$ cat src/sv/uart16_pkg.sv
// ----------------------------------------------------------------------------
// uart16_pkg
// Shared types and constants for the 16-bit UART transceiver core.
// ----------------------------------------------------------------------------
package uart16_pkg;

  // Fixed widths of the item fields
  localparam int WORD_W = 16;
  localparam int TICK_W = 8;

  // Configuration port
  localparam int CFG_IDX_W  = 2;
  localparam int CFG_DATA_W = 8;

  localparam logic [CFG_IDX_W-1:0] CFG_BIT_TICKS    = 2'd0;
  localparam logic [CFG_IDX_W-1:0] CFG_START_SAMPLE = 2'd1;

  localparam logic [TICK_W-1:0] BIT_TICKS_RST    = 8'd80;
  localparam logic [TICK_W-1:0] START_SAMPLE_RST = 8'd40;
  localparam logic [TICK_W-1:0] TICK_MAX         = 8'd255;

  // Frame phase, shared by receiver and transmitter
  typedef enum logic [1:0] {
    PH_IDLE  = 2'd0,
    PH_START = 2'd1,
    PH_DATA  = 2'd2,
    PH_STOP  = 2'd3
  } phase_e;

  // Saturating tick counter increment
  function automatic logic [TICK_W-1:0] tick_up(input logic [TICK_W-1:0] c);
    tick_up = (c == TICK_MAX) ? TICK_MAX : c + 1'b1;
  endfunction

endpackage

$ cat src/sv/uart_16bit_transceiver_core.sv
// ----------------------------------------------------------------------------
// uart_16bit_transceiver_core
// UART receiver and transmitter, start bit + DATA_BITS data bits (LSB first)
// + stop bit, advanced by one tick per accepted input item.
// ----------------------------------------------------------------------------
//
//  channel | direction | handshake              | payload
//  --------+-----------+------------------------+-------------------------------
//  in      | sink      | in_valid_i / in_stall_o | rx_line, tx_request, tx_word
//  out     | source    | out_valid_o/out_stall_i | tx_line, tx_busy, rx_valid,
//          |           |                        | rx_word, rx_frame_error,
//          |           |                        | error_latched
//  cfg     | sink      | cfg_valid_i/cfg_ready_o | cfg_index_i, cfg_data_i
//
//  One item per cycle while in_stall_o is low: each accepted item is one tick;
//  the whole tick update of both state machines is one combinational pass into
//  the state and the output register, so a result shows the cycle after its item.
//  Reset (rst_ni, async, low) puts both sides idle, clears the error latch
//  and loads bit_ticks = 80, start_sample_ticks = 40.
//  An item is taken while the output register is empty or being emptied;
//  in_stall_o only rises when a held result is stalled downstream.
//
module uart_16bit_transceiver_core
  import uart16_pkg::*;
#(
  parameter int DATA_BITS = 16
) (
  input  logic                  clk_i,
  input  logic                  rst_ni,
  // input items
  input  logic                  in_valid_i,
  output logic                  in_stall_o,
  input  logic                  rx_line_i,
  input  logic                  tx_request_i,
  input  logic [WORD_W-1:0]     tx_word_i,
  // result items
  output logic                  out_valid_o,
  input  logic                  out_stall_i,
  output logic                  tx_line_o,
  output logic                  tx_busy_o,
  output logic                  rx_valid_o,
  output logic [WORD_W-1:0]     rx_word_o,
  output logic                  rx_frame_error_o,
  output logic                  error_latched_o,
  // configuration writes
  input  logic                  cfg_valid_i,
  output logic                  cfg_ready_o,
  input  logic [CFG_IDX_W-1:0]  cfg_index_i,
  input  logic [CFG_DATA_W-1:0] cfg_data_i
);

  // bit index has to hold DATA_BITS itself
  localparam int IDX_W = $clog2(DATA_BITS + 1);
  localparam logic [IDX_W-1:0] LAST_IDX = IDX_W'(DATA_BITS);

  // --------------------------------------------------------------------------
  // Handshake
  // --------------------------------------------------------------------------
  logic accept;
  logic out_valid_q, out_valid_d;

  assign in_stall_o  = out_valid_q && out_stall_i;
  assign accept      = in_valid_i && !in_stall_o;
  assign cfg_ready_o = 1'b1;

  // --------------------------------------------------------------------------
  // Configuration registers
  // --------------------------------------------------------------------------
  logic [TICK_W-1:0] bit_ticks_q, start_ticks_q;

  always_ff @(posedge clk_i or negedge rst_ni) begin
    if (!rst_ni) begin
      bit_ticks_q   <= BIT_TICKS_RST;
      start_ticks_q <= START_SAMPLE_RST;
    end else if (cfg_valid_i) begin
      case (cfg_index_i)
        CFG_BIT_TICKS:    bit_ticks_q   <= cfg_data_i;
        CFG_START_SAMPLE: start_ticks_q <= cfg_data_i;
        default: ;  // unmapped index, write dropped
      endcase
    end
  end

  // --------------------------------------------------------------------------
  // State
  // --------------------------------------------------------------------------
  phase_e                 rx_phase_q, rx_phase_d;
  logic [TICK_W-1:0]      rx_cnt_q, rx_cnt_d;
  logic [IDX_W-1:0]       rx_idx_q, rx_idx_d;
  logic [DATA_BITS-1:0]   rx_shift_q, rx_shift_d;
  logic                   rx_start_bad_q, rx_start_bad_d;
  logic                   err_q, err_d;
  phase_e                 tx_phase_q, tx_phase_d;
  logic [TICK_W-1:0]      tx_cnt_q, tx_cnt_d;
  logic [IDX_W-1:0]       tx_idx_q, tx_idx_d;
  logic [DATA_BITS-1:0]   tx_shift_q, tx_shift_d;

  // result of this tick
  logic              res_line, res_busy, res_valid, res_ferr;
  logic [WORD_W-1:0] res_word;

  // --------------------------------------------------------------------------
  // Receiver
  // --------------------------------------------------------------------------
  always_comb begin
    logic [TICK_W-1:0] cnt_inc;
    logic [IDX_W-1:0]  idx_inc;
    cnt_inc        = tick_up(rx_cnt_q);
    idx_inc        = rx_idx_q + 1'b1;
    rx_phase_d     = rx_phase_q;
    rx_cnt_d       = rx_cnt_q;
    rx_idx_d       = rx_idx_q;
    rx_shift_d     = rx_shift_q;
    rx_start_bad_d = rx_start_bad_q;
    err_d          = err_q;
    res_valid      = 1'b0;
    res_word       = '0;
    res_ferr       = 1'b0;
    case (rx_phase_q)
      PH_IDLE: begin
        // falling edge: start counting towards the start-bit sample
        if (!rx_line_i) begin
          rx_phase_d = PH_START;
          rx_cnt_d   = '0;
        end
      end
      PH_START: begin
        rx_cnt_d = cnt_inc;
        if (cnt_inc >= start_ticks_q) begin
          // a high start bit is only remembered, reception carries on
          rx_start_bad_d = rx_line_i;
          rx_cnt_d       = '0;
          rx_idx_d       = '0;
          rx_phase_d     = PH_DATA;
        end
      end
      PH_DATA: begin
        rx_cnt_d = cnt_inc;
        if (cnt_inc >= bit_ticks_q) begin
          rx_cnt_d   = '0;
          rx_shift_d = {rx_line_i, rx_shift_q[DATA_BITS-1:1]};
          rx_idx_d   = idx_inc;
          if (idx_inc >= LAST_IDX) rx_phase_d = PH_STOP;
        end
      end
      PH_STOP: begin
        rx_cnt_d = cnt_inc;
        if (cnt_inc >= bit_ticks_q) begin
          rx_cnt_d   = '0;
          res_valid  = 1'b1;
          res_word   = WORD_W'(rx_shift_q);
          res_ferr   = rx_start_bad_q || !rx_line_i;
          if (res_ferr) err_d = 1'b1;
          rx_phase_d = PH_IDLE;
        end
      end
      default: rx_phase_d = PH_IDLE;
    endcase
  end

  // --------------------------------------------------------------------------
  // Transmitter
  // --------------------------------------------------------------------------
  always_comb begin
    phase_e               ph;
    logic [DATA_BITS-1:0] sh;
    logic [IDX_W-1:0]     idx;
    logic [TICK_W-1:0]    cnt;
    logic [TICK_W-1:0]    cnt_inc;
    ph  = tx_phase_q;
    sh  = tx_shift_q;
    idx = tx_idx_q;
    cnt = tx_cnt_q;
    // request is taken only when idle; the start bit goes out this tick
    if (tx_phase_q == PH_IDLE && tx_request_i) begin
      ph  = PH_START;
      sh  = DATA_BITS'(tx_word_i);
      idx = '0;
      cnt = '0;
    end
    cnt_inc  = tick_up(cnt);
    res_busy = (ph != PH_IDLE);
    case (ph)
      PH_START: res_line = 1'b0;
      PH_DATA:  res_line = sh[0];
      default:  res_line = 1'b1;
    endcase
    tx_phase_d = ph;
    tx_shift_d = sh;
    tx_idx_d   = idx;
    tx_cnt_d   = cnt;
    if (ph != PH_IDLE) begin
      tx_cnt_d = cnt_inc;
      if (cnt_inc >= bit_ticks_q) begin
        tx_cnt_d = '0;
        case (ph)
          PH_START: begin
            tx_phase_d = PH_DATA;
            tx_idx_d   = '0;
          end
          PH_DATA: begin
            tx_shift_d = sh >> 1;
            tx_idx_d   = idx + 1'b1;
            if (IDX_W'(idx + 1'b1) >= LAST_IDX) tx_phase_d = PH_STOP;
          end
          default: tx_phase_d = PH_IDLE;
        endcase
      end
    end
  end

  // --------------------------------------------------------------------------
  // State registers, advanced once per accepted item
  // --------------------------------------------------------------------------
  always_ff @(posedge clk_i or negedge rst_ni) begin
    if (!rst_ni) begin
      rx_phase_q     <= PH_IDLE;
      rx_cnt_q       <= '0;
      rx_idx_q       <= '0;
      rx_shift_q     <= '0;
      rx_start_bad_q <= 1'b0;
      err_q          <= 1'b0;
      tx_phase_q     <= PH_IDLE;
      tx_cnt_q       <= '0;
      tx_idx_q       <= '0;
      tx_shift_q     <= '0;
    end else if (accept) begin
      rx_phase_q     <= rx_phase_d;
      rx_cnt_q       <= rx_cnt_d;
      rx_idx_q       <= rx_idx_d;
      rx_shift_q     <= rx_shift_d;
      rx_start_bad_q <= rx_start_bad_d;
      err_q          <= err_d;
      tx_phase_q     <= tx_phase_d;
      tx_cnt_q       <= tx_cnt_d;
      tx_idx_q       <= tx_idx_d;
      tx_shift_q     <= tx_shift_d;
    end
  end

  // --------------------------------------------------------------------------
  // Output register
  // --------------------------------------------------------------------------
  always_comb begin
    out_valid_d = out_valid_q;
    if (accept)            out_valid_d = 1'b1;
    else if (!out_stall_i) out_valid_d = 1'b0;
  end

  always_ff @(posedge clk_i or negedge rst_ni) begin
    if (!rst_ni) begin
      out_valid_q <= 1'b0;
    end else begin
      out_valid_q <= out_valid_d;
    end
  end

  // payload needs no reset
  always_ff @(posedge clk_i) begin
    if (accept) begin
      tx_line_o        <= res_line;
      tx_busy_o        <= res_busy;
      rx_valid_o       <= res_valid;
      rx_word_o        <= res_word;
      rx_frame_error_o <= res_ferr;
      error_latched_o  <= err_d;
    end
  end

  assign out_valid_o = out_valid_q;

  // --------------------------------------------------------------------------
  // Assertions
  // --------------------------------------------------------------------------
  // the sticky latch only ever falls through reset
  a_err_sticky: assert property (@(posedge clk_i) disable iff (!rst_ni)
    !$fell(err_q))
    else $error("error latch cleared without reset");

  // a reported framing error shows in the latch on the same item
  a_ferr_latched: assert property (@(posedge clk_i) disable iff (!rst_ni)
    out_valid_o && rx_frame_error_o |-> error_latched_o)
    else $error("frame error not latched");

  // no word or error outside a completed reception
  a_rx_quiet: assert property (@(posedge clk_i) disable iff (!rst_ni)
    out_valid_o && !rx_valid_o |-> rx_word_o == '0 && !rx_frame_error_o)
    else $error("rx payload outside rx_valid");

  // an idle transmitter holds the line high
  a_tx_idle_high: assert property (@(posedge clk_i) disable iff (!rst_ni)
    out_valid_o && !tx_busy_o |-> tx_line_o)
    else $error("tx line low while idle");

endmodule
$ cat config.mk
export PLATFORM = sky130hd
export DESIGN_NAME = uart_16bit_transceiver_core
export DESIGN_NICKNAME = d
export VERILOG_FILES = /design/src/sv/uart16_pkg.sv /design/src/sv/uart_16bit_transceiver_core.sv
export SDC_FILE = /design/constraint.sdc
export NUM_CORES = 1
export LEC_CHECK = 0
export ABC_AREA = 1
export ABC_CLOCK_PERIOD_IN_PS = 5200
export BUFFER_PORTS_ARGS = -buffer_cell sky130_fd_sc_hd__buf_4
export CAP_MARGIN = 10
export CORE_MARGIN = 1
export CORE_UTILIZATION = 60
export DETAILED_ROUTE_END_ITERATION = 8
export GPL_TIMING_DRIVEN = 0
export PLACE_DENSITY = 0.83
export REMOVE_ABC_BUFFERS = 1
export SLEW_MARGIN = 20
export SYNTH_ARGS = -nofsm -noshare
export SYNTH_HDL_FRONTEND = slang
export SYNTH_SLANG_ARGS = --single-unit
$ cat constraint.sdc
create_clock -name clk_i -period 5.2 [get_ports clk_i]
set_clock_uncertainty 0.15 [all_clocks]
set_input_delay 0.52 -clock clk_i [delete_from_list [all_inputs] [get_ports clk_i]]
set_output_delay 0.52 -clock clk_i [all_outputs]
set_load 0.03 [all_outputs]
==> flow_summary.yaml <==
status:
  status: "completed"
yosys:
  netlist-cell-type-count: 39
  ys_seq_area_share_pct: 45.1
  synthTopCellsByArea: "dfrtp_1 (33%), nand2_1 (13%), edfxtp_1 (11%)"
  syn_area_per_cell_um2: 7.79
  synth_top_area_share_pct: 32.6
  yosys_warnings: 0
  ys_seq_elements: 102
  syn_inst: 758
  yosys.area.top_type: "dfrtp_1"
  netlist_area_um2: 5900
floorplan:
  rows: 35
  dieArea_um2: 10200
  die_x_um: 101
  die_h_um: 101
  initial_core_util_pct: 63.0
  io_pins: 57
  core_um2: 9370
setup_path:
  max_stage_delay_ns: 0.42
  worstPathRequired_ns: 5.27
  cp.arrival_ns: 4.04
  worstSetupPathType: "reg2reg"
  startpoint_type: "register"
  path_max_fanout: 46
  critPathCaptureType: "register"
  cp_slowest_cell: "dfrtp_1"
  r2r.worst_path.cells: 17
  critical_path.cell_chain: "nor2_1 -> nand2_4 -> inv_2 -> nor2_1 -> ha_1 -> nand4_2 -> nor2_2 -> nand2_2 -> nand3_2 -> ha_1 -> a21o_1 -> nor2_2 -> nand3_4 -> nand3_4 -> nand2_1 -> nand3_1 -> o21ai_0"
sta:
  fin_crit_sh_pct: 76.3
  drv_slew: 0
  final.setup.tns_ns: 0
  holdWs_ns: 0.0199
  worst_slew_pin_slew_ns: 1.00
  slew-limit-headroom_pct: 33.2
  setup_viol: 0
  hold_viol: 0
  layout_min_cycle_time_ns: 3.97
  fmax_mhz: 252
  rsz0062_at_grt: "false"
global_route:
  grt_max_degree: 82
  use_met2_pct: 43.7
  met3_usage_pct: 3.59
  met1_usage_pct: 32.7
  grt_pass1_vias: 4647
  antenna_found_initial: 0
  grt_pass1_wl_um: 20300
  grt_busiest_layer: "met2"
  grt_usage_pct: 25.2
  grt.overflow.total: 0
cells_and_area:
  final_cell_mix: "nand2_1 (209), inv_1 (114), dfrtp_1 (77)"
  multi_input_area_um2: 2650
  syn2layout_area_growth_pct: 11.1
  seq_area_um2: 2660
  fin_nets: 866
  layout_commonest_cell: "nand2_1"
  drive_gt1_share_pct: 12.1
  final_cell_area_um2: 6560
  antenna_cells: 0
  stdcell_count: 932
  fillCellCount: 762
clock_tree:
  cts_setup_buffers: 0
  root_buffer: "clkbuf_8"
  cts-resized-gates: 0
  path_clk_slew_ns: 0.12
  cts_tree: "yes"
  max-clock-path-buffers: 2
  clk_latency_ns: 0.39
  cts_htree_levels: 3
  cts_buffers: 9
  numClockSinks: 102
  holdBufCountCts: 0
place:
  placed_area_um2: 6340
  dpl.hpwl_um: 8200
  numPortBuffers: 55
  placed_cells: 916
  gp_congestion: 0.864
power:
  pwr-share-clk_pct: 17.0
  pwr-share-seq_pct: 35.4
  intPower_mw: 1.67
  power.density_nw_per_um2: 470
  switching_share_pct: 45.8
  p_leak_nw: 3.41
  peakVddDrop_uv: 280
  power.switching_mw: 1.41
  combPwrFrac_pct: 47.6
detailed_routing:
  avgViaCountPerCell: 5.40
  antenna_left: 0
  drcViolationCount: 0
  first_iter_violations: 272
  routed-via-count: 5035
  drt-pass1-iter-count: 5
  detail_route.wl_per_cell_um: 13.1
  wirelength_um: 12200
job:
  maxCapViolCount: 0
min_path:
  min_path_type: "in2async"
flip-flops by register name, summed over array words and instances, names as in the netlist, 2 cells and up:
| signal | count |
|---|---|
| bit_ticks_q | 8 |
| rx_cnt_q | 8 |
| rx_idx_q | 5 |
| rx_phase_q | 2 |
| rx_shift_q | 16 |
| rx_word_o | 16 |
| start_ticks_q | 8 |
| tx_cnt_q | 8 |
| tx_idx_q | 5 |
| tx_phase_q | 2 |
| tx_shift_q | 16 |
cells in the mapped netlist:
| library cell | count |
|---|---|
| nand3_2 | 3 |
| nand3_1 | 43 |
| a21o_1 | 1 |
| nor2_2 | 4 |
| nand4_1 | 28 |
| buf_6 | 4 |
| inv_2 | 1 |
| or2_1 | 1 |
| nor2_1 | 59 |
| buf_1 | 2 |
| nor3b_2 | 1 |
| o21ai_0 | 75 |
| dfrtp_1 | 77 |
| dfstp_2 | 4 |
| or2_2 | 3 |
| buf_4 | 3 |
| xnor2_1 | 2 |
| nor2_4 | 2 |
| clkinv_1 | 1 |
| edfxtp_1 | 21 |
| conb_1 | 1 |
| clkbuf_1 | 7 |
| inv_1 | 115 |
| o21ai_1 | 6 |
| nand4_2 | 1 |
| a21oi_1 | 20 |
| o21bai_1 | 1 |
| ha_1 | 35 |
| nand3b_1 | 3 |
| buf_2 | 11 |
| nand2_1 | 209 |
| nor3_1 | 5 |
| a21boi_0 | 1 |
| o211ai_1 | 1 |
| nand3_4 | 2 |
| o21a_1 | 1 |
| xor2_1 | 2 |
| nand2_4 | 1 |
| nand2_2 | 1 |
per-stage QoR:
| stage | utilization (%) | setup WS [ns] | power [mW] |
|---|---|---|---|
| after floorplan | - | 1.76 | 2.17 |
| after global placement | 67.4 | 0.581 | 2.44 |
| after detailed placement | 67.7 | 1.13 | 2.54 |
| after CTS | 69.9 | 1.26 | 3.07 |
| after global routing | 70.0 | 0.838 | 3.34 |
| final | 70.0 | 1.23 | 3.08 |
logic make-up (layout without fill, tap and decap cells):
logic type,count (synthesis),count (layout),share of synthesized area (%)
other,1,1,0.0635
buffers and inverters,144,189,10.1
AO/OA/AOI/OAI,106,106,9.20
XOR/XNOR,4,4,0.594
AND/OR/NAND/NOR,366,366,27.5
flip-flops,102,102,45.1
adder cells (fa/ha/maj),35,35,7.42
critical path: cells and delay by family (launching register included):
| family | cells | cell delay [ns] |
|---|---|---|
| DFF | 1 | 0.42 |
| and+or+nand+nor | 12 | 2.26 |
| adders and majority gates | 2 | 0.50 |
| AOI/OAI and AO/OA | 2 | 0.29 |
| buffers and inverters | 1 | 0.19 |
per-layer routing:
layer	up-vias	share of wire [%]
met5	-	0
met3	13	4.6
li1	2506	-
met4	0	1.1
met1	2390	45
met2	126	50
final cells by class:
type / instances / area share, %
inverter: 117 / 6.73
timing repair buffer: 56 / 6.58
multi-input combinational: 512 / 40.3
tap: 129 / 2.46
clock inverter: 7 / 1.39
sequential: 102 / 40.6
clock buffer: 9 / 1.89
power groups by stage:
| stage | Clock [mW] | Sequential [mW] | Combinational (mW) |
|---|---|---|---|
| final | 0.524 | 1.09 | 1.47 |
| after global routing | 0.562 | 1.11 | 1.67 |
| after CTS | 0.531 | 1.09 | 1.45 |
| after detailed placement | 0 | 1.10 | 1.44 |
| after global placement | 0 | 1.09 | 1.34 |
| after floorplan | 0 | 1.10 | 1.06 |
final timing paths:
path	start	to	slack [ns]
setup / recovery	tx_phase_q[0]$_DFFE_PN0P_	tx_shift_q[5]$_DFFE_PN0P_	1.23
hold / removal	rst_ni	start_ticks_q[4]$_DFFE_PN0P_	0.02
setup reg to reg	tx_phase_q[0]$_DFFE_PN0P_	tx_shift_q[5]$_DFFE_PN0P_	1.23
hold reg to reg	err_q$_DFFE_PN0P_	err_q$_DFFE_PN0P_	0.34
max in group asynchronous	rst_ni	rx_idx_q[3]$_DFFE_PN0P_	4.38
min in group clk_i	cfg_data_i[5]	start_ticks_q[5]$_DFFE_PN1P_	0.21
No activity file was read; power rests on OpenSTA's default activity.
